--- config.mk ---
export PLATFORM = sky130hd
export DESIGN_NAME = lru_page_replacement_top_flat
export DESIGN_NICKNAME = d
export VERILOG_FILES = /design/src/hdl/lrupr_pkg.sv /design/src/hdl/lrupr_if.sv /design/src/hdl/lrupr_scan.sv /design/src/hdl/lru_page_replacement_top.sv /design/src/flat_wrapper.sv
export SDC_FILE = /design/constraint.sdc
export NUM_CORES = 1
export LEC_CHECK = 0
export BUFFER_PORTS_ARGS = -buffer_cell sky130_fd_sc_hd__buf_2
export CAP_MARGIN = 0
export CORE_ASPECT_RATIO = 1.2
export CORE_MARGIN = 1
export CORE_UTILIZATION = 53
export DETAILED_ROUTE_END_ITERATION = 16
export PLACE_DENSITY_LB_ADDON = 0.25
export SKIP_CTS_REPAIR_TIMING = 1
export SLEW_MARGIN = 30
export SYNTH_ARGS = -nofsm -noshare
export SYNTH_HDL_FRONTEND = slang
export SYNTH_SLANG_ARGS = --single-unit
--- constraint.sdc ---
create_clock -name i_clk -period 7.82 [get_ports i_clk]
set_input_delay 0.782 -clock i_clk [delete_from_list [all_inputs] [get_ports i_clk]]
set_output_delay 0.782 -clock i_clk [all_outputs]
set_load 0.005 [all_outputs]
--- src/hdl/lrupr_pkg.sv ---
`timescale 1ns / 1ps

package lrupr_pkg;

    localparam int MAX_FRAMES_DEF = 16;
    localparam int PAGE_BITS_DEF  = 16;
    localparam int CFG_W          = 5;
    localparam int PAGE_W         = 16;
    localparam int SLOT_W         = 4;
    localparam int FAULT_W        = 32;
    localparam int IDX_MAX_W      = 6;

    localparam logic [CFG_W-1:0] ACTIVE_RESET = 5'd16;

    typedef enum logic [1:0] {
        ST_IDLE,
        ST_SCAN,
        ST_UPDATE,
        ST_FINISH
    } t_state;

    typedef struct packed {
        logic                 hit;
        logic [IDX_MAX_W-1:0] hit_idx;
        logic [IDX_MAX_W-1:0] hit_rank;
        logic                 found;
        logic [IDX_MAX_W-1:0] empty_idx;
        logic [IDX_MAX_W-1:0] vic_idx;
        logic [IDX_MAX_W-1:0] vic_rank;
        logic [PAGE_W-1:0]    vic_page;
    } t_scan_res;

endpackage

--- src/hdl/lrupr_if.sv ---
`timescale 1ns / 1ps

interface lrupr_in_if import lrupr_pkg::*; ();
    logic              valid;
    logic              ready;
    logic [PAGE_W-1:0] page_number;
    logic              last_reference;

    modport source (output valid, page_number, last_reference, input ready);
    modport sink   (input valid, page_number, last_reference, output ready);
endinterface

interface lrupr_out_if import lrupr_pkg::*; ();
    logic               valid;
    logic               ready;
    logic               hit;
    logic [SLOT_W-1:0]  slot;
    logic               evicted_valid;
    logic [PAGE_W-1:0]  evicted_page;
    logic [FAULT_W-1:0] fault_count;
    logic               string_done;

    modport source (output valid, hit, slot, evicted_valid, evicted_page, fault_count,
                    string_done, input ready);
    modport sink   (input valid, hit, slot, evicted_valid, evicted_page, fault_count,
                    string_done, output ready);
endinterface

interface lrupr_cfg_if import lrupr_pkg::*; ();
    logic             valid;
    logic             ready;
    logic [CFG_W-1:0] data;

    modport source (output valid, data, input ready);
    modport sink   (input valid, data, output ready);
endinterface

--- src/hdl/lrupr_scan.sv ---
`timescale 1ns / 1ps

module lrupr_scan import lrupr_pkg::*; #(
    parameter int IDX_W = 4,
    parameter int PG_W  = 16
) (
    input  logic             i_clk,
    input  logic             i_rst_n,
    input  logic             i_start,
    input  logic             i_beat,
    input  logic [IDX_W-1:0] i_idx,
    input  logic             i_active,
    input  logic             i_frame_valid,
    input  logic [PG_W-1:0]  i_frame_page,
    input  logic [IDX_W-1:0] i_rank,
    input  logic [PG_W-1:0]  i_ref_page,
    output t_scan_res        o_res
);

    t_scan_res r_res;

    always_ff @(posedge i_clk) begin
        if (!i_rst_n) begin
            r_res.hit   <= 1'b0;
            r_res.found <= 1'b0;
        end else if (i_start) begin
            r_res.hit   <= 1'b0;
            r_res.found <= 1'b0;
        end else if (i_beat && i_active) begin
            // lowest matching frame wins
            if (!r_res.hit && i_frame_valid && (i_frame_page == i_ref_page)) begin
                r_res.hit      <= 1'b1;
                r_res.hit_idx  <= IDX_MAX_W'(i_idx);
                r_res.hit_rank <= IDX_MAX_W'(i_rank);
            end
            if (!r_res.found && !i_frame_valid) begin
                r_res.found     <= 1'b1;
                r_res.empty_idx <= IDX_MAX_W'(i_idx);
            end
            // oldest frame, only used when every active frame is valid
            if ((i_idx == '0) || (IDX_MAX_W'(i_rank) > r_res.vic_rank)) begin
                r_res.vic_idx  <= IDX_MAX_W'(i_idx);
                r_res.vic_rank <= IDX_MAX_W'(i_rank);
                r_res.vic_page <= PAGE_W'(i_frame_page);
            end
        end
    end

    assign o_res = r_res;

endmodule

--- src/hdl/lru_page_replacement_top.sv ---
`timescale 1ns / 1ps

// sequence: each accepted reference takes a match/victim scan pass and then a rank
//   write-back pass over the frame memory, then a finish state that registers the
//   output beat; the next input beat is accepted only once the sequencer is back in idle
// a waiting output beat does not block the next input beat
// reset: synchronous active-low; valid bits and fault count clear, active frames = 16

module lru_page_replacement_top import lrupr_pkg::*; #(
    parameter int MAX_FRAMES = MAX_FRAMES_DEF,
    parameter int PAGE_BITS  = PAGE_BITS_DEF
) (
    input  logic        i_clk,
    input  logic        i_rst_n,
    lrupr_in_if.sink    i_in,
    lrupr_out_if.source o_out,
    lrupr_cfg_if.sink   i_cfg
);

    localparam int IW = (MAX_FRAMES > 1) ? $clog2(MAX_FRAMES) : 1;
    localparam int CW = $clog2(MAX_FRAMES + 1);
    localparam int PW = (PAGE_BITS < PAGE_W) ? PAGE_BITS : PAGE_W;
    localparam int MW = PW + IW;
    localparam logic [IW-1:0] LAST_IDX = IW'(MAX_FRAMES - 1);

    t_state r_state, n_state;

    logic [CFG_W-1:0]      r_active;
    logic [MAX_FRAMES-1:0] r_valid;
    logic [FAULT_W-1:0]    r_faults;
    logic [PW-1:0]         r_ref_page;
    logic                  r_last;
    logic [IW-1:0]         r_idx;

    logic [MW-1:0] mem [MAX_FRAMES];
    logic [MW-1:0] r_rd_data;
    logic [IW-1:0] r_rd_idx;
    logic          r_rd_vld;
    logic          r_rd_upd;

    logic                  r_out_valid;
    logic                  r_out_hit;
    logic [SLOT_W-1:0]     r_out_slot;
    logic                  r_out_ev_valid;
    logic [PAGE_W-1:0]     r_out_ev_page;
    logic                  r_out_done;

    logic          w_accept;
    logic          w_rd_en;
    logic          w_rd_upd;
    logic          w_fin_go;
    logic          w_wr_en;
    logic [CW-1:0] w_n;
    logic [PW-1:0] w_mem_page;
    logic [IW-1:0] w_mem_rank;
    logic [IW-1:0] w_slot;
    logic [IW-1:0] w_lim;
    logic          w_age_all;
    logic          w_evict;
    logic          w_miss;
    logic          w_age;
    logic [MW-1:0] w_wr_data;
    t_scan_res     w_res;

    // configuration
    assign i_cfg.ready = 1'b1;

    always_ff @(posedge i_clk) begin
        if (!i_rst_n) begin
            r_active <= ACTIVE_RESET;
        end else if (i_cfg.valid) begin
            r_active <= i_cfg.data;
        end
    end

    always_comb begin
        if (r_active == '0) begin
            w_n = CW'(1);
        end else if (32'(r_active) > 32'(MAX_FRAMES)) begin
            w_n = CW'(MAX_FRAMES);
        end else begin
            w_n = CW'(r_active);
        end
    end

    // sequencer
    assign w_accept   = i_in.valid && i_in.ready;
    assign i_in.ready = (r_state == ST_IDLE);

    always_ff @(posedge i_clk) begin
        if (!i_rst_n) begin
            r_state <= ST_IDLE;
        end else begin
            r_state <= n_state;
        end
    end

    always_comb begin
        n_state  = r_state;
        w_rd_en  = 1'b0;
        w_rd_upd = 1'b0;
        w_fin_go = 1'b0;
        case (r_state)
            ST_IDLE: begin
                if (i_in.valid) begin
                    n_state = ST_SCAN;
                end
            end
            ST_SCAN: begin
                w_rd_en = 1'b1;
                if (r_idx == LAST_IDX) begin
                    n_state = ST_UPDATE;
                end
            end
            ST_UPDATE: begin
                w_rd_en  = 1'b1;
                w_rd_upd = 1'b1;
                if (r_idx == LAST_IDX) begin
                    n_state = ST_FINISH;
                end
            end
            ST_FINISH: begin
                if (!r_out_valid || o_out.ready) begin
                    w_fin_go = 1'b1;
                    n_state  = ST_IDLE;
                end
            end
            default: begin
                n_state = ST_IDLE;
            end
        endcase
    end

    always_ff @(posedge i_clk) begin
        if (w_accept) begin
            r_ref_page <= i_in.page_number[PW-1:0];
            r_last     <= i_in.last_reference;
        end
        if (w_accept || (w_rd_en && (r_idx == LAST_IDX))) begin
            r_idx <= '0;
        end else if (w_rd_en) begin
            r_idx <= r_idx + 1'b1;
        end
    end

    // frame memory: page and rank per frame
    always_ff @(posedge i_clk) begin
        if (w_rd_en) begin
            r_rd_data <= mem[r_idx];
        end
        if (w_wr_en) begin
            mem[r_rd_idx] <= w_wr_data;
        end
    end

    always_ff @(posedge i_clk) begin
        if (!i_rst_n) begin
            r_rd_vld <= 1'b0;
            r_rd_upd <= 1'b0;
        end else begin
            r_rd_vld <= w_rd_en;
            r_rd_upd <= w_rd_upd;
        end
        r_rd_idx <= r_idx;
    end

    assign w_mem_page = r_rd_data[MW-1:IW];
    assign w_mem_rank = r_rd_data[IW-1:0];

    lrupr_scan #(
        .IDX_W (IW),
        .PG_W  (PW)
    ) u_scan (
        .i_clk         (i_clk),
        .i_rst_n       (i_rst_n),
        .i_start       (w_accept),
        .i_beat        (r_rd_vld && !r_rd_upd),
        .i_idx         (r_rd_idx),
        .i_active      (CW'(r_rd_idx) < w_n),
        .i_frame_valid (r_valid[r_rd_idx]),
        .i_frame_page  (w_mem_page),
        .i_rank        (w_mem_rank),
        .i_ref_page    (r_ref_page),
        .o_res         (w_res)
    );

    // replacement decision
    always_comb begin
        w_miss    = !w_res.hit;
        w_evict   = !w_res.hit && !w_res.found;
        w_age_all = !w_res.hit && w_res.found;
        if (w_res.hit) begin
            w_slot = IW'(w_res.hit_idx);
            w_lim  = IW'(w_res.hit_rank);
        end else if (w_res.found) begin
            w_slot = IW'(w_res.empty_idx);
            w_lim  = IW'(w_res.vic_rank);
        end else begin
            w_slot = IW'(w_res.vic_idx);
            w_lim  = IW'(w_res.vic_rank);
        end
    end

    // rank write-back pass
    assign w_wr_en = r_rd_vld && r_rd_upd;
    assign w_age   = r_valid[r_rd_idx] && (w_age_all || (w_mem_rank < w_lim));

    always_comb begin
        if (r_rd_idx == w_slot) begin
            w_wr_data = {r_ref_page, {IW{1'b0}}};
        end else if (w_age) begin
            w_wr_data = {w_mem_page, w_mem_rank + 1'b1};
        end else begin
            w_wr_data = r_rd_data;
        end
    end

    // valid bits and fault count
    always_ff @(posedge i_clk) begin
        if (!i_rst_n) begin
            r_valid  <= '0;
            r_faults <= '0;
        end else if (w_fin_go) begin
            if (r_last) begin
                r_valid  <= '0;
                r_faults <= '0;
            end else if (w_miss) begin
                r_valid[w_slot] <= 1'b1;
                if (r_faults != '1) begin
                    r_faults <= r_faults + 1'b1;
                end
            end
        end
    end

    // output register
    always_ff @(posedge i_clk) begin
        if (!i_rst_n) begin
            r_out_valid <= 1'b0;
        end else if (w_fin_go) begin
            r_out_valid <= 1'b1;
        end else if (o_out.ready) begin
            r_out_valid <= 1'b0;
        end
    end

    logic [FAULT_W-1:0] r_out_faults;

    always_ff @(posedge i_clk) begin
        if (w_fin_go) begin
            r_out_hit      <= w_res.hit;
            r_out_slot     <= SLOT_W'(w_slot);
            r_out_ev_valid <= w_evict;
            r_out_ev_page  <= w_evict ? w_res.vic_page : '0;
            r_out_done     <= r_last;
            if (w_miss && (r_faults != '1)) begin
                r_out_faults <= r_faults + 1'b1;
            end else begin
                r_out_faults <= r_faults;
            end
        end
    end

    assign o_out.valid         = r_out_valid;
    assign o_out.hit           = r_out_hit;
    assign o_out.slot          = r_out_slot;
    assign o_out.evicted_valid = r_out_ev_valid;
    assign o_out.evicted_page  = r_out_ev_page;
    assign o_out.fault_count   = r_out_faults;
    assign o_out.string_done   = r_out_done;

    a_out_from_finish: assert property (@(posedge i_clk) disable iff (!i_rst_n)
        $rose(r_out_valid) |-> $past(r_state == ST_FINISH))
        else $error("output beat raised outside finish");

    a_fill_adds_frame: assert property (@(posedge i_clk) disable iff (!i_rst_n)
        (w_fin_go && !r_last && w_age_all) |=>
            ($countones(r_valid) == $past($countones(r_valid)) + 1))
        else $error("fill did not add exactly one valid frame");

    a_last_clears: assert property (@(posedge i_clk) disable iff (!i_rst_n)
        (w_fin_go && r_last) |=> ((r_valid == '0) && (r_faults == '0)))
        else $error("table not cleared after last reference");

endmodule
--- src/flat_wrapper.sv ---
// flat-port wrapper written by rule: the top's interface ports become plain ports
module lru_page_replacement_top_flat import lrupr_pkg::*;
#(
    parameter int MAX_FRAMES = MAX_FRAMES_DEF,
    parameter int PAGE_BITS  = PAGE_BITS_DEF
)
  (i_clk, i_rst_n, i_in_valid, i_in_page_number, i_in_last_reference, i_in_ready, o_out_valid, o_out_hit, o_out_slot, o_out_evicted_valid, o_out_evicted_page, o_out_fault_count, o_out_string_done, o_out_ready, i_cfg_valid, i_cfg_data, i_cfg_ready);
  lrupr_in_if i_in_i ();
  lrupr_out_if o_out_i ();
  lrupr_cfg_if i_cfg_i ();
  input  logic i_clk;
  input  logic i_rst_n;
  input wire logic [$bits(i_in_i.valid)-1:0] i_in_valid;
  input wire logic [$bits(i_in_i.page_number)-1:0] i_in_page_number;
  input wire logic [$bits(i_in_i.last_reference)-1:0] i_in_last_reference;
  output wire logic [$bits(i_in_i.ready)-1:0] i_in_ready;
  output wire logic [$bits(o_out_i.valid)-1:0] o_out_valid;
  output wire logic [$bits(o_out_i.hit)-1:0] o_out_hit;
  output wire logic [$bits(o_out_i.slot)-1:0] o_out_slot;
  output wire logic [$bits(o_out_i.evicted_valid)-1:0] o_out_evicted_valid;
  output wire logic [$bits(o_out_i.evicted_page)-1:0] o_out_evicted_page;
  output wire logic [$bits(o_out_i.fault_count)-1:0] o_out_fault_count;
  output wire logic [$bits(o_out_i.string_done)-1:0] o_out_string_done;
  input wire logic [$bits(o_out_i.ready)-1:0] o_out_ready;
  input wire logic [$bits(i_cfg_i.valid)-1:0] i_cfg_valid;
  input wire logic [$bits(i_cfg_i.data)-1:0] i_cfg_data;
  output wire logic [$bits(i_cfg_i.ready)-1:0] i_cfg_ready;
  assign i_in_i.valid = i_in_valid;
  assign i_in_i.page_number = i_in_page_number;
  assign i_in_i.last_reference = i_in_last_reference;
  assign i_in_ready = i_in_i.ready;
  assign o_out_valid = o_out_i.valid;
  assign o_out_hit = o_out_i.hit;
  assign o_out_slot = o_out_i.slot;
  assign o_out_evicted_valid = o_out_i.evicted_valid;
  assign o_out_evicted_page = o_out_i.evicted_page;
  assign o_out_fault_count = o_out_i.fault_count;
  assign o_out_string_done = o_out_i.string_done;
  assign o_out_i.ready = o_out_ready;
  assign i_cfg_i.valid = i_cfg_valid;
  assign i_cfg_i.data = i_cfg_data;
  assign i_cfg_ready = i_cfg_i.ready;
  lru_page_replacement_top #(.MAX_FRAMES(MAX_FRAMES), .PAGE_BITS(PAGE_BITS)) u_core (.i_clk(i_clk), .i_rst_n(i_rst_n), .i_in(i_in_i), .o_out(o_out_i), .i_cfg(i_cfg_i));
endmodule
Yosys cells after proc, flatten, opt, wreduce, memory -nomap -nowiden
Memory sizes are Yosys's and may differ from the RTL's. A register that Yosys moved wholly into a read port is not among the register bits.
Index checks and enable logic that the tools add are counted.
Storage, ports and cells
  memory bits (writable): 320
  word-level logic and storage cells: 118
  memories: 1
  register bits after elaboration: 176
  bits of input ports: 27
Cells by class
  magnitude comparators: 7
  $add $sub $neg: 3
  multiplexer cells: 30
  bitwise logic cells: 3
  equality and inequality tests: 12
  reductions and logical operators: 37
Memories
  u_core.mem: depth 16, width 20, read ports 1, clocked after memory_dff 1, wr ports 1, line lru_page_replacement_top.sv:35  | logic [MW-1:0] mem [MAX_FRAMES];
Operators with widths (number)
  2-to-1 mux 32 bit: 4
  adder 32 x 1 -> 32 bit, second input constant: 1
  2-to-1 mux 16 bit: 2
  inequality test 32 bit, second input constant: 1
  2-to-1 mux 20 bit: 1
  == test 16 bit: 1
  2-to-1 mux 4 bit: 4
  OR 16 bit: 1
  AND reduction 4 bit: 4
  logical AND 1 bit: 13
  less-than comparator 4 x 5 -> 1 bit, second input constant: 2
  2-to-1 mux 1 bit: 10
  2-to-1 mux 5 bit: 2
  adder 4 x 1 -> 4 bit, second input constant: 2
  2-to-1 mux 2 bit: 4
  inequality test 2 x 1 -> 1 bit, second input constant: 4
  one-hot mux 2 bit (4 select lines): 1
  AND reduction 2 bit: 3
  > comparator 5 bit, second input constant: 1
  zero test 1 bit: 5
  zero test 5 bit: 1
  less-than comparator 4 x 5 -> 1 bit: 1
  binary-select mux 1 bit (select 4 bit): 1
  demux 1 bit (select 4 bit): 1
  15 further kinds: 22

Logic depth before layout (Yosys ltp)
Gate-level depths: netlist (run 1).
  word-level depth: 9
  depth in mapped cells: 9
  mapped depth without buffers: 7

Modules after synthesis
Synthesis (run 1) repeated with hierarchy kept, for this count alone.
Second synthesis, totals
  cells, all modules: 1194
  area, all modules: 20836.2 um^2
By module, submodules not included
  lru_page_replacement_top: times used 1, sequential area each 13693.1 um^2, cells each 1099, area each 19308.5 um^2
  lrupr_scan: times used 1, sequential area each 1121.1 um^2, cells each 95, area each 1527.7 um^2

Worst setup path after synthesis (run 1)
Ideal clock, no wire load.
  path kind: register -> register
  start: register u_core.u_scan.r_res (netlist bit u_core.u_scan.o_res[47])
  end: memory u_core.mem[0][2] in the netlist's numbering (data pin)
  period minus slack after synthesis: 3.145 ns
  data arrival time: 2.854 ns
  data required time: 7.529 ns
  path buffers: 2
  setup slack: 4.675 ns
  cell stages (with the launch flop): 10
  path through: dfxtp_1 clkbuf_1 clkbuf_1 mux2i_1 ha_1 o21ai_0 a21oi_1 o31a_1 or4_1 a21oi_1
On the way
  longest elaborated chain between the ends: 6
  elaborated cells between the ends (all ways): 10
  those cells by class: order compare: 1; eq/ne: 1; mux: 4; reduce/logical: 4
RTL lines
  from (decl): line lrupr_scan.sv:20  | t_scan_res r_res;
  2-to-1 mux 4 bit / zero test 1 bit (equally long branches): line lru_page_replacement_top.sv:192, lru_page_replacement_top.sv:191
  less-than comparator 4 bit / logical AND 1 bit (equally long branches): line lru_page_replacement_top.sv:206, lru_page_replacement_top.sv:191
  logical OR 1 bit: line lru_page_replacement_top.sv:206  | assign w_age = r_valid[r_rd_idx] && (w_age_all || (w_mem_rank < w_lim));
  logical AND 1 bit: line lru_page_replacement_top.sv:206
  2-to-1 mux 4 bit: line lru_page_replacement_top.sv:211  | end else if (w_age) begin
  2-to-1 mux 20 bit (*): line lru_page_replacement_top.sv:209  | if (r_rd_idx == w_slot) begin
  net u_core.w_wr_data[2]: line lru_page_replacement_top.sv:62  | logic [MW-1:0] w_wr_data;
  to (decl): line lru_page_replacement_top.sv:35
Mark *: on every way through the listed nets, which the timed path passes. The rest lies on a longest branch.

Worst setup path in the final report (run 1)
  start: register u_core.r_faults[0]
  end: register u_core.r_faults[2]
On the way
  longest elaborated chain between the ends: 4
  elaborated cells between the ends (all ways): 7
  those cells by class: add/sub: 1; eq/ne: 1; mux: 3; reduce/logical: 2
RTL lines
  from (decl): line lru_page_replacement_top.sv:30  | logic [FAULT_W-1:0] r_faults;
  from (signal assigned): line lru_page_replacement_top.sv:230  | r_faults <= r_faults + 1'b1;
  adder 32 x 1 -> 32 bit: line lru_page_replacement_top.sv:230
  2-to-1 mux 32 bit: line lru_page_replacement_top.sv:229  | if (r_faults != '1) begin
  2-to-1 mux 32 bit: line lru_page_replacement_top.sv:227  | end else if (w_miss) begin
  2-to-1 mux 32 bit: line lru_page_replacement_top.sv:224  | if (r_last) begin
Several ways; a longest one is shown, not always the timed one. The select of a mux whose other input is x is not followed.
A chain may end at the register's enable or synchronous reset.

==> results.tsv, run 1 <==
stage	metric	value	unit
run_status	outcome	finished, final reports clean	
grt	grt_busiest_layer	met2	
pwr	ir_drop	0.215	mV
critical_path	crit_chain	ha_1, nand3_1, nor3_2, nand4_1, and4b_1, a221o_1	
timing	period_needed	3.26	ns
clock_network	clk_pin_slew	0.06	ns
critical_path	worst-setup-path-type	flop to flop	
final_layout	final_util	61.7	%
drt	post_drt_wl_per_cell	24.0	um
grt	grt_pass1_vias	11000	
die	start_util	54.3	%
placement	post-place-cells	1757	
clock_network	cts_inserted_buffers	49	
timing	fmax	307	MHz
grt	overflow	0	
critical_path	start_kind	flop	
timing	setup_viol_count_final	0	
worst_hold_path	min_path_type	input pin to flop	
pwr	pwr-share-seq	49.4	%
drt	drt_wl_total	44300	um
drt	dr_total_vias	11100	
critical_path	worst_setup_path_end_kind	flop	
critical_path	crit_arrival	3.72	ns
timing	relSlewSlack	39.1	%
placement	dp_hpwl	24700	um
critical_path	cp_slowest_stage_delay	0.85	ns
die	core-area	38200	sq um
critical_path	path_buf_inv	0	
grt	grt_pass1_wl	66800	um
yosys	yosys.area.top_type_share	65.0	%
drt	vias_per_cell	6.03	
yosys	synthTopCellsByArea	edfxtp_1 65%, mux4_2 11%, dfxtp_1 6.6%, xnor2_1 1.6%, nor2_1 1.4%	
pwr	comb_power_share	18.6	%
grt	antenna_found_initial	1	
die	pin_count	85	
drt	drtIter0Drc	1254	
final_layout	finalNonFillerCells	1844	
grt	grt_use_total	23.0	%
drt	drcViolationCount	0	
yosys	syn_nets	1225	
yosys	synthFlopType	edfxtp_1	
pwr	intPower	5.60	mW
yosys	synth_common_cells	448 x edfxtp_1, 104 x mux4_2, 75 x nor2_1	
clock_network	numClockSinks	516	
timing	rsz0062_at_grt	false	
yosys	ys_types	56	
yosys	avgSynthCellArea	17.5	sq um
critical_path	cp_max_fo	21	
timing	layout_worst_path_cycle_share	41.7	%
clock_network	cts_tree	done	
yosys	netlist_area	20700	sq um
timing	tightest_slew	0.912	ns
yosys	synth_seq_cells	516	
pwr	swShare	26.5	%
final_layout	drive_above_1_share	25.5	%
yosys	yosysTopAreaCell	edfxtp_1	
placement	gp_congestion	0.831	
yosys	yosys_warnings	0	
final_layout	layout.cell_area.non_filler	23500	sq um
final_layout	diodes	0	
drt	antenna_left	0	
die	die_h	219	um
critical_path	cp.required	8.28	ns
pwr	clkPwrFrac	32.0	%
timing	finalClockSkew	0.0209	ns
clock_network	clockBufferDepth	3	
clock_network	clock_latency	0.58	ns
timing	hold_viol	0	
drt	firstDrtPassIters	5	
placement	numPortBuffers	83	
grt	met1_usage	31.3	%
die	rows	78	
critical_path	cp_top_family	simple AND/OR/NAND/NOR gates	
placement	dpl_cell_area	21900	sq um
final_layout	syn2layout_area_growth	13.7	%
yosys	async_flop_share	0	%
pwr	switchingPower	2.02	mW
flow_run	drv_cap	0	
grt	globalRouteMet2Util	38.3	%
yosys	synth_edf_count	448	
timing	tns	0	ns
pwr	p_per_area	324	nW/um^2
yosys	synthCells	1181	
die	die_x	182	um
clock_network	cts_root_buf	clkbuf_16	
final_layout	fin_nets	1332	
yosys	synth.most_common_cell	edfxtp_1	
grt	use_met3	3.45	%
clock_network	cts-htree-levels	2	
pwr	p_leak	7.69	nW
timing	drv_slew	0	
yosys	ys_seq_area_share	71.6	%
grt	grt_max_degree	50	
die	die_area	39900	sq um
critical_path	slowest_stage	nand4_1	
==> power by group through the flow <==
stage / logic, mW / clock network (mW) / registers, mW
final: 1.42 / 2.44 / 3.76
after CTS: 1.42 / 2.48 / 3.77
after global routing: 1.54 / 2.58 / 3.79
after detailed placement: 1.41 / 0 / 3.82
after floorplan: 1.08 / 0 / 3.68
after global placement: 1.37 / 0 / 3.82
==> flip-flops by register name, indices dropped and copies added, names as in the netlist <==
| signal | cells |
|---|---|
| u_core.u_scan.o_res | 38 |
| u_core.o_out.fault_count | 32 |
| u_core.o_out.hit | 1 |
| u_core.o_out.evicted_valid | 1 |
| u_core.r_faults | 32 |
| u_core.r_rd_vld | 1 |
| u_core.r_idx | 4 |
| u_core.o_out.slot | 4 |
| u_core.r_state | 2 |
| u_core.o_out.evicted_page | 16 |
| u_core.r_last | 1 |
| u_core.r_rd_data | 20 |
| u_core.o_out.valid | 1 |
| u_core.r_rd_idx | 4 |
| u_core.o_out.string_done | 1 |
| u_core.mem | 320 |
| u_core.r_ref_page | 16 |
| u_core.r_valid | 16 |
| u_core.r_active | 5 |
| u_core.r_rd_upd | 1 |
==> final timing paths <==
path | startpoint | end | slack, ns | depth (start not counted)
max | u_core.r_faults[0] | u_core.r_faults[2] | 4.56 | 6
min | i_in_page_number[5] | u_core.r_ref_page[5] | 0.38 | 1
max reg2reg | u_core.r_faults[0] | u_core.r_faults[2] | 4.56 | 6
min reg2reg | u_core.r_valid[8] | u_core.r_valid[8] | 0.47 | 2
==> area by class of cell <==
| class | instances | area, sq um |
|---|---|---|
| clock buffer | 58 | 1300 |
| clock inverter | 29 | 348 |
| fill | 2675 | 14600 |
| inverter | 22 | 82.6 |
| multi-input combinational | 585 | 5660 |
| sequential | 516 | 14800 |
| tap | 520 | 651 |
| timing repair buffer | 114 | 667 |
==> per-stage QoR <==
stage	worst slack (ns)	hold WS, ns	power, mW
6_report	4.56	0.379	7.62
5_1_grt	4.44	0.363	7.91
4_1_cts	4.46	0.359	7.67
3_5_place_dp	4.49	0.458	5.24
3_3_place_gp	4.63	0.442	5.19
2_1_floorplan	4.68	0.329	4.76
==> cell families (layout without fill, tap and decap cells) <==
kind of cell	count (synthesis)	count (layout)	synth area share, %
flip-flops	516	516	71.6
AND/OR/NAND/NOR	279	279	7.25
multiplexers	137	137	13.0
AO/OA/AOI/OAI	92	92	3.06
buffers and inverters	80	223	1.57
XOR/XNOR	59	59	2.50
adder cells (fa/ha/maj)	17	17	1.03
other	1	1	0.0181
==> cells in the final DEF, fill, tap and decap left out, types with 13 or more instances in the layout <==
cell type / Yosys / routed
o21ai_0: 14 / 14
dfxtp_1: 68 / 65
a221o_1: 14 / 14
nor2_1: 75 / 63
and2_1: 23 / 23
mux2i_1: 15 / 15
nand4_1: 21 / 21
a21oi_1: 28 / 23
xor2_1: 20 / 20
nand3_1: 33 / 33
buf_4: 1 / 28
buf_2: 11 / 83
mux4_2: 104 / 104
nand2_1: 40 / 40
xnor2_1: 39 / 39
inv_1: 22 / 21
edfxtp_1: 448 / 448
ha_1: 17 / 17
and4_1: 13 / 13
clkbuf_16: 0 / 51
mux2_2: 14 / 14
==> worst reg2reg max path, delay by kind of cell (launching register included) <==
family	cells	cell delay [ns]
DFF	1	0.45
AOI/OAI and AO/OA	1	0.25
and+or+nand+nor	4	2.17
adders and majority gates	1	0.28
==> routing by layer <==
metal	up-vias	wire length, um
li1	4900	-
met1	5695	18400
met2	447	21800
met3	82	2920
met4	0	1190
met5	-	0
Note: power is estimated with default switching activity, not from simulation.
==> inputs of run 2 (changes only) <==
--- a/config.mk
+++ b/config.mk
@@ -5,6 +5,7 @@
 export SDC_FILE = /design/constraint.sdc
 export NUM_CORES = 1
 export LEC_CHECK = 0
+export ABC_AREA = 1
 export BUFFER_PORTS_ARGS = -buffer_cell sky130_fd_sc_hd__buf_2
 export CAP_MARGIN = 0
 export CORE_ASPECT_RATIO = 1.2
==> constraint.sdc (replaced) <==
create_clock -name i_clk -period 2.9 [get_ports i_clk]
set_input_delay 0.29 -clock i_clk [delete_from_list [all_inputs] [get_ports i_clk]]
set_output_delay 0.29 -clock i_clk [all_outputs]
set_load 0.005 [all_outputs]
==> run 2 against run 1 <==
Final cell count grew 43%. Critical path type unchanged. Die area up 3.7%. Worst hold slack worse by 0.37 ns. Sequential power grew to 2.7 times the previous value. Critical endpoint is now u_core.mem[5][10]. Combinational power rose to 3.6 times the previous value. Non-clock buffer count increased by 43. Worst setup slack worse by 4.4 ns. Routed wire length grew 17%. Flip-flop and latch count unchanged. Critical path depth grew 3.
==> results.tsv, run 2 <==
stage	metric	value	unit	change
yosys	ys_types	35		-38%
yosys	yosys_warnings	0		unchanged
timing	setup_slack	0.170	ns	-4.39 ns
placement	numPortBuffers	83		unchanged
grt	overflow	0		unchanged
yosys	synthCells	1950		+65%
timing	finalClockSkew	0.0248	ns	+0.00389 ns
yosys	syn_nets	1994		+63%
grt	grt_pass1_wl	78000	um	+17%
yosys	netlist_area	21500	sq um	+3.7%
final_layout	largest_register_ffs	320		unchanged
clock_network	clk_pin_slew	0.06	ns	about the same
yosys	ys_seq_area_share	69.0	%	-2.6 points
critical_path	cp_top_family	compound AO/OA/AOI/OAI gates		
clock_network	cts_tree	done		
final_layout	layout_commonest_cell	edfxtp_1		
drt	post_drt_wl_per_cell	19.6	um	-19%
critical_path	worst-setup-path-type	flop to flop		
critical_path	cp_slowest_stage_delay	0.74	ns	-0.11 ns
yosys	synth_edf_count	448		unchanged
timing	tightest_slew	0.946	ns	+0.0347 ns
drt	drcViolationCount	0		unchanged
yosys	synth_top_family_by_area	simple AND/OR/NAND/NOR gates		
critical_path	worst-path-stages	9		+3
critical_path	start_kind	flop		
drt	vias_per_cell	5.64		-6.5%
final_layout	ff_latch_area	14800	sq um	about the same
clock_network	cts-htree-levels	2		unchanged
yosys	synth_seq_cells	516		unchanged
drt	antenna_left	0		unchanged
drt	drtIter0Drc	1628		+30%
timing	timing.hold.ws	0.0102	ns	-0.369 ns
clock_network	clock_latency	0.59	ns	about the same
yosys	async_flop_share	0	%	unchanged
placement	post-place-cells	2532		+44%
grt	antenna_found_initial	0		-1
yosys	avgSynthCellArea	11.0	sq um	-37%
final_layout	diodes	0		unchanged
yosys	synth_xor_area_share	1.39	%	-1.1 points
die	pin_count	85		unchanged
final_layout	multiInputGateArea	5880	sq um	+3.9%
timing	layout_worst_path_cycle_share	94.1	%	+52 points
final_layout	fillers	3099		+16%
yosys	synthSimpleGateAreaFrac	15.3	%	+8.1 points
timing	rsz0062_at_grt	false		
critical_path	cp_max_fo	17		-19%
die	die_x	186	um	+1.8%
final_layout	drive_above_1_share	12.6	%	-13 points
critical_path	cp.required	3.15	ns	-5.13 ns
yosys	yosys.area.top_type_share	62.7	%	-2.3 points
placement	gp_congestion	0.851		+2.4%
grt	grt_max_degree	165		+230%
yosys	synth_compound_area_share	9.23	%	+6.2 points
timing	period_needed	2.73	ns	-0.531 ns
yosys	synthTopCellsByArea	edfxtp_1 63%, nor2_1 6.5%, dfxtp_1 6.3%, nand2_1 6.3%, o21ai_0 3.7%		
placement	dpl_worst_slack	0.00505	ns	-4.49 ns
clock_network	clockBufferDepth	3		unchanged
critical_path	worst_setup_path_end_kind	flop		
yosys	synthFlopType	edfxtp_1		
yosys	synthMuxAreaShare	0	%	-13 points
drt	firstDrtPassIters	5		unchanged
critical_path	path_buf_inv	3		+3
final_layout	finalNonFillerCells	2639		+43%
final_layout	largest_register	u_core.mem		
timing	fmax	366	MHz	+19%
clock_network	cts_inserted_buffers	50		+2.0%
clock_network	numClockSinks	516		unchanged
critical_path	reg2reg_depth	9		+3
critical_path	crit_chain	buf_4, nand2_1, nand3_1, xor2_1, nand2_1, inv_1, nand2_2, buf_12, o21ai_1		
pwr	ir_drop	0.549	mV	+150%
pwr	p_leak	8.76	nW	+14%
run_status	outcome	finished, final reports clean		
final_layout	fin_nets	2114		+59%
critical_path	slowest_stage	o21ai_1		
yosys	synth_fa_ha_area_share	0.991	%	-0.037 points
die	die_area	41300	sq um	+3.7%
timing	hold_viol	0		unchanged
yosys	synth_common_cells	448 x edfxtp_1, 370 x nor2_1, 360 x nand2_1		
grt	grt_use_total	25.1	%	+2.1 points
timing	relSlewSlack	36.5	%	-2.6 points
timing	drv_slew	0		unchanged
yosys	yosysTopAreaCell	edfxtp_1		
yosys	synth.most_common_cell	edfxtp_1		
critical_path	crit_arrival	2.98	ns	-0.74 ns
die	die_h	222	um	+1.8%
critical_path	path_common_cell	nand2_1		
placement	dp_hpwl	30100	um	+22%
grt	grt_pass1_vias	14000		+27%
final_layout	mostFrequentLayoutCells	448 x edfxtp_1, 360 x nand2_1, 350 x nor2_1		
die	rows	80		+2.6%
die	start_util	53.9	%	-0.36 points
timing	setup_viol_count_final	0		unchanged
worst_hold_path	hold_depth	3		+2
drt	drt_wl_total	51600	um	+17%
drt	dr_total_vias	14900		+34%
die	core-area	39800	sq um	+4.4%
worst_hold_path	min_path_type	input pin to flop		
clock_network	cts_root_buf	clkbuf_16		
final_layout	syn2layout_area_growth	14.3	%	
pwr	p_per_area	872	nW/um^2	+170%
flow_run	drv_cap	0		unchanged
==> run 2: changes by cell type after synthesis, sizes merged, moves of 39 or more <==
cell   previous run  this run
nand2            40       367
o21ai            18       185
nand3            33        72
o32ai             0        40
nor2             75       375
inv              22       124
mux4            104         0
==> run 2: kinds of logic after synthesis <==
| kind of cell | count (synthesis) |
|---|---|
| AND/OR/NAND/NOR | 826 |
| flip-flops | 516 |
| AO/OA/AOI/OAI | 339 |
| XOR/XNOR | 34 |
| buffers and inverters | 217 |
| adder cells (fa/ha/maj) | 17 |
| other | 1 |
==> run 2: path summary, 6_finish.rpt <==
check	start	to	slack, ns
worst max-delay path	u_core.u_scan.o_res[47]	u_core.mem[5][10]	0.17
worst min-delay path	i_rst_n	u_core.r_rd_vld	0.01
worst max register to register	u_core.u_scan.o_res[47]	u_core.mem[5][10]	0.17
worst min register to register	u_core.r_idx[3]	u_core.r_rd_idx[3]	0.41
==> run 2: per-layer routing <==
layer  routed length (um)  GRT usage [%]  vias to the layer above
li1                     -              -                     6962
met1                21300           33.9                     7124
met2                24600           40.8                      674
met3                 3930           3.77                      123
met4                 1840           9.99                        0
met5                    0              0                        -
==> run 2: stage by stage <==
step                util [%]  instance area, sq um  power, mW  setup TNS (ns)
detailed placement      57.1                 22700       15.3               0
global route            61.6                 24500       22.3               0
global placement        57.1                 22700       15.1               0
finish                  61.6                 24500       21.4               0
floorplan                  -                 21500       13.4               0
CTS                     61.0                 24300       21.4          -0.227
==> run 2: final cells by class <==
class,count,area share (%)
flip-flops and latches,516,60.4
inverters,128,1.97
repair buffers,157,4.61
clock inverters,20,0.490
multi-input cells,1217,24.0
well taps,533,2.72
clock buffers,68,5.83
==> run 2: where the power goes <==
| group | internal (mW) | switching (mW) |
|---|---|---|
| logic | 1.50 | 3.59 |
| clock network | 3.44 | 2.70 |
| registers | 9.70 | 0.468 |
==> run 2: worst reg2reg max path: stages, from the launching register on <==
cell	delay, ns
dfxtp_1	0.55
buf_4	0.21
nand2_1	0.08
nand3_1	0.13
xor2_1	0.18
nand2_1	0.08
inv_1	0.07
nand2_2	0.14
buf_12	0.21
o21ai_1	0.74
==> inputs of run 3 (changes only) <==
--- a/config.mk
+++ b/config.mk
@@ -12,6 +12,7 @@
 export CORE_MARGIN = 1
 export CORE_UTILIZATION = 53
 export DETAILED_ROUTE_END_ITERATION = 16
+export GPL_TIMING_DRIVEN = 0
 export PLACE_DENSITY_LB_ADDON = 0.25
 export SKIP_CTS_REPAIR_TIMING = 1
 export SLEW_MARGIN = 30
==> run 3 against run 2 <==
Cell area up 1.5%. Fmax down 2.4%. Total power up 4.1%. Utilization up 0.91 points. Global-route usage up 1.1 points. Clock skew up 0.0013 ns. Worst hold slack worse by 0.0059 ns.
==> results.tsv, run 3 (synthesis gave the netlist of run 2 again) <==
stage	metric	value	unit	change
die	die_h	222	um	unchanged
drt	antenna_left	0		unchanged
grt	grt_use_total	26.2	%	+1.1 points
timing	period_needed	2.80	ns	+0.0660 ns
placement	numPortBuffers	82		-1.2%
critical_path	endpoint	u_core.mem[11][12]		
final_layout	multiInputGateArea	6040	sq um	+2.6%
pwr	ir_drop	0.525	mV	-4.3%
critical_path	crit_arrival	3.07	ns	+0.09 ns
die	pin_count	85		unchanged
clock_network	clockBufferDepth	3		unchanged
drt	vias_per_cell	5.67		+0.60%
timing	tightest_slew	0.905	ns	-0.0416 ns
die	start_util	53.9	%	unchanged
placement	dpl_worst_slack	-0.154	ns	-0.159 ns
timing	relSlewSlack	39.7	%	+3.2 points
final_layout	largest_register	u_core.mem		
run_status	outcome	finished, final reports clean		
critical_path	r2r_end	u_core.mem[11][12]		
final_layout	mostFrequentLayoutCells	448 x edfxtp_1, 360 x nand2_1, 348 x nor2_1		
drt	firstDrtPassIters	6		+1
flow_run	drv_cap	0		unchanged
timing	finalClockSkew	0.0261	ns	+0.00130 ns
die	core-area	39800	sq um	unchanged
die	rows	80		unchanged
timing	layout_worst_path_cycle_share	96.4	%	+2.3 points
final_layout	layout_commonest_cell	edfxtp_1		
critical_path	cp.required	3.17	ns	+0.02 ns
timing	fmax	358	MHz	-2.4%
critical_path	reg2reg_depth	9		unchanged
final_layout	drive_above_1_share	11.6	%	-1.0 points
grt	grt_pass1_vias	14500		+3.5%
pwr	p_leak	8.76	nW	about the same
final_layout	diodes	0		unchanged
clock_network	clk_pin_slew	0.06	ns	about the same
die	die_area	41300	sq um	unchanged
timing	drv_slew	0		unchanged
critical_path	worst_setup_path_end_kind	flop		
clock_network	cts_tree	done		
timing	setup_slack	0.104	ns	-0.0660 ns
timing	rsz0062_at_grt	false		
final_layout	largest_register_ffs	320		unchanged
final_layout	syn2layout_area_growth	16.0	%	
grt	overflow	0		unchanged
final_layout	fillers	3115		+0.52%
placement	dp_hpwl	36600	um	+22%
critical_path	cp_max_fo	16		-1
grt	grt_max_degree	64		-61%
drt	drtIter0Drc	1596		-2.0%
clock_network	cts_root_buf	clkbuf_16		
worst_hold_path	min_path_type	input pin to flop		
critical_path	start_kind	flop		
clock_network	cts-htree-levels	2		unchanged
critical_path	crit_start	u_core.u_scan.o_res[47]		
placement	dpl_cell_area	23000	sq um	+1.1%
drt	post_drt_wl_per_cell	19.9	um	+1.9%
clock_network	cts_inserted_buffers	49		-2.0%
drt	drt_wl_total	53500	um	+3.7%
grt	antenna_found_initial	2		+2
drt	drcViolationCount	0		unchanged
critical_path	reg2reg_slack	0.10	ns	-0.07 ns
clock_network	clock_latency	0.61	ns	+0.02 ns
timing	hold_viol	0		unchanged
drt	dr_total_vias	15200		+2.4%
worst_hold_path	min_from	i_cfg_data[0]		
final_layout	ff_latch_area	14800	sq um	about the same
critical_path	worst-setup-path-type	flop to flop		
final_layout	layout.cell_area.non_filler	24900	sq um	+1.5%
die	die_x	186	um	unchanged
placement	gp_congestion	0.900		+5.8%
critical_path	reg2reg_from	u_core.u_scan.o_res[47]		
final_layout	fin_nets	2159		+2.1%
pwr	p_per_area	895	nW/um^2	+2.6%
timing	timing.hold.ws	0.00432	ns	-0.00592 ns
timing	setup_viol_count_final	0		unchanged
clock_network	numClockSinks	516		unchanged
grt	grt_pass1_wl	81500	um	+4.5%
## run 3: changes by cell type in the layout (fill, tap and decap cells not counted), sizes merged
cell,previous run,this run
clkinvlp,1,5
nor2,375,376
bufinv,0,3
inv,126,124
buf,138,129
clkbuf,68,115
clkinv,21,23
## run 3: layout make-up
cell class,count,area share [%]
Sequential cell,516,59.5
Multi-Input combinational cell,1218,24.2
Clock buffer,61,5.43
Timing Repair Buffer,113,3.58
Tap cell,533,2.68
Inverter,128,1.97
Buffer,89,1.57
Clock inverter,27,1.03
## run 3: where the power goes
part	internal [mW]	switching, mW	total (mW)
Clock	3.59	2.79	6.37
Combinational	1.46	4.37	5.84
Sequential	9.70	0.379	10.1
## run 3: per-stage QoR
step	cells	power (mW)	setup TNS, ns	util, %
3_5_place_dp	2575	15.8	-1.22	57.7
4_1_cts	2663	22.1	-1.81	61.8
2_1_floorplan	1950	13.4	0	-
3_3_place_gp	2565	15.5	-77.81	56.6
5_1_grt	2685	23.1	0	62.5
6_report	2685	22.3	0	62.5
## run 3: how the worst min path moves through the flow
stage / endpoint / slack [ns] / depth (start not counted)
2_1_floorplan: u_core.r_rd_idx[1] / 0.35 / 0
3_3_place_gp: u_core.r_rd_idx[0] / 0.38 / 0
3_5_place_dp: u_core.r_rd_idx[0] / 0.38 / 0
4_1_cts: u_core.r_ref_page[2] / -0.18 / 1
5_1_grt: u_core.r_active[0] / 0.01 / 3
6_report: u_core.r_active[0] / 0.004 / 3
## run 3: routing by layer
layer / track usage [%] / vias to the layer above / share of wire (%)
li1: - / 7070 / -
met1: 34.4 / 7351 / 40
met2: 43.8 / 707 / 49
met3: 4.36 / 105 / 8.2
met4: 9.02 / 0 / 2.9
met5: 0 / - / 0
## run 3: critical path, stage by stage (launching register included)
cell	delay [ns]
dfxtp_1	0.40
buf_4	0.25
nor2_4	0.08
nand2_1	0.06
nand3_1	0.21
xor2_1	0.22
nor2_1	0.14
nand2_2	0.18
buf_4	0.26
o21ai_2	0.66
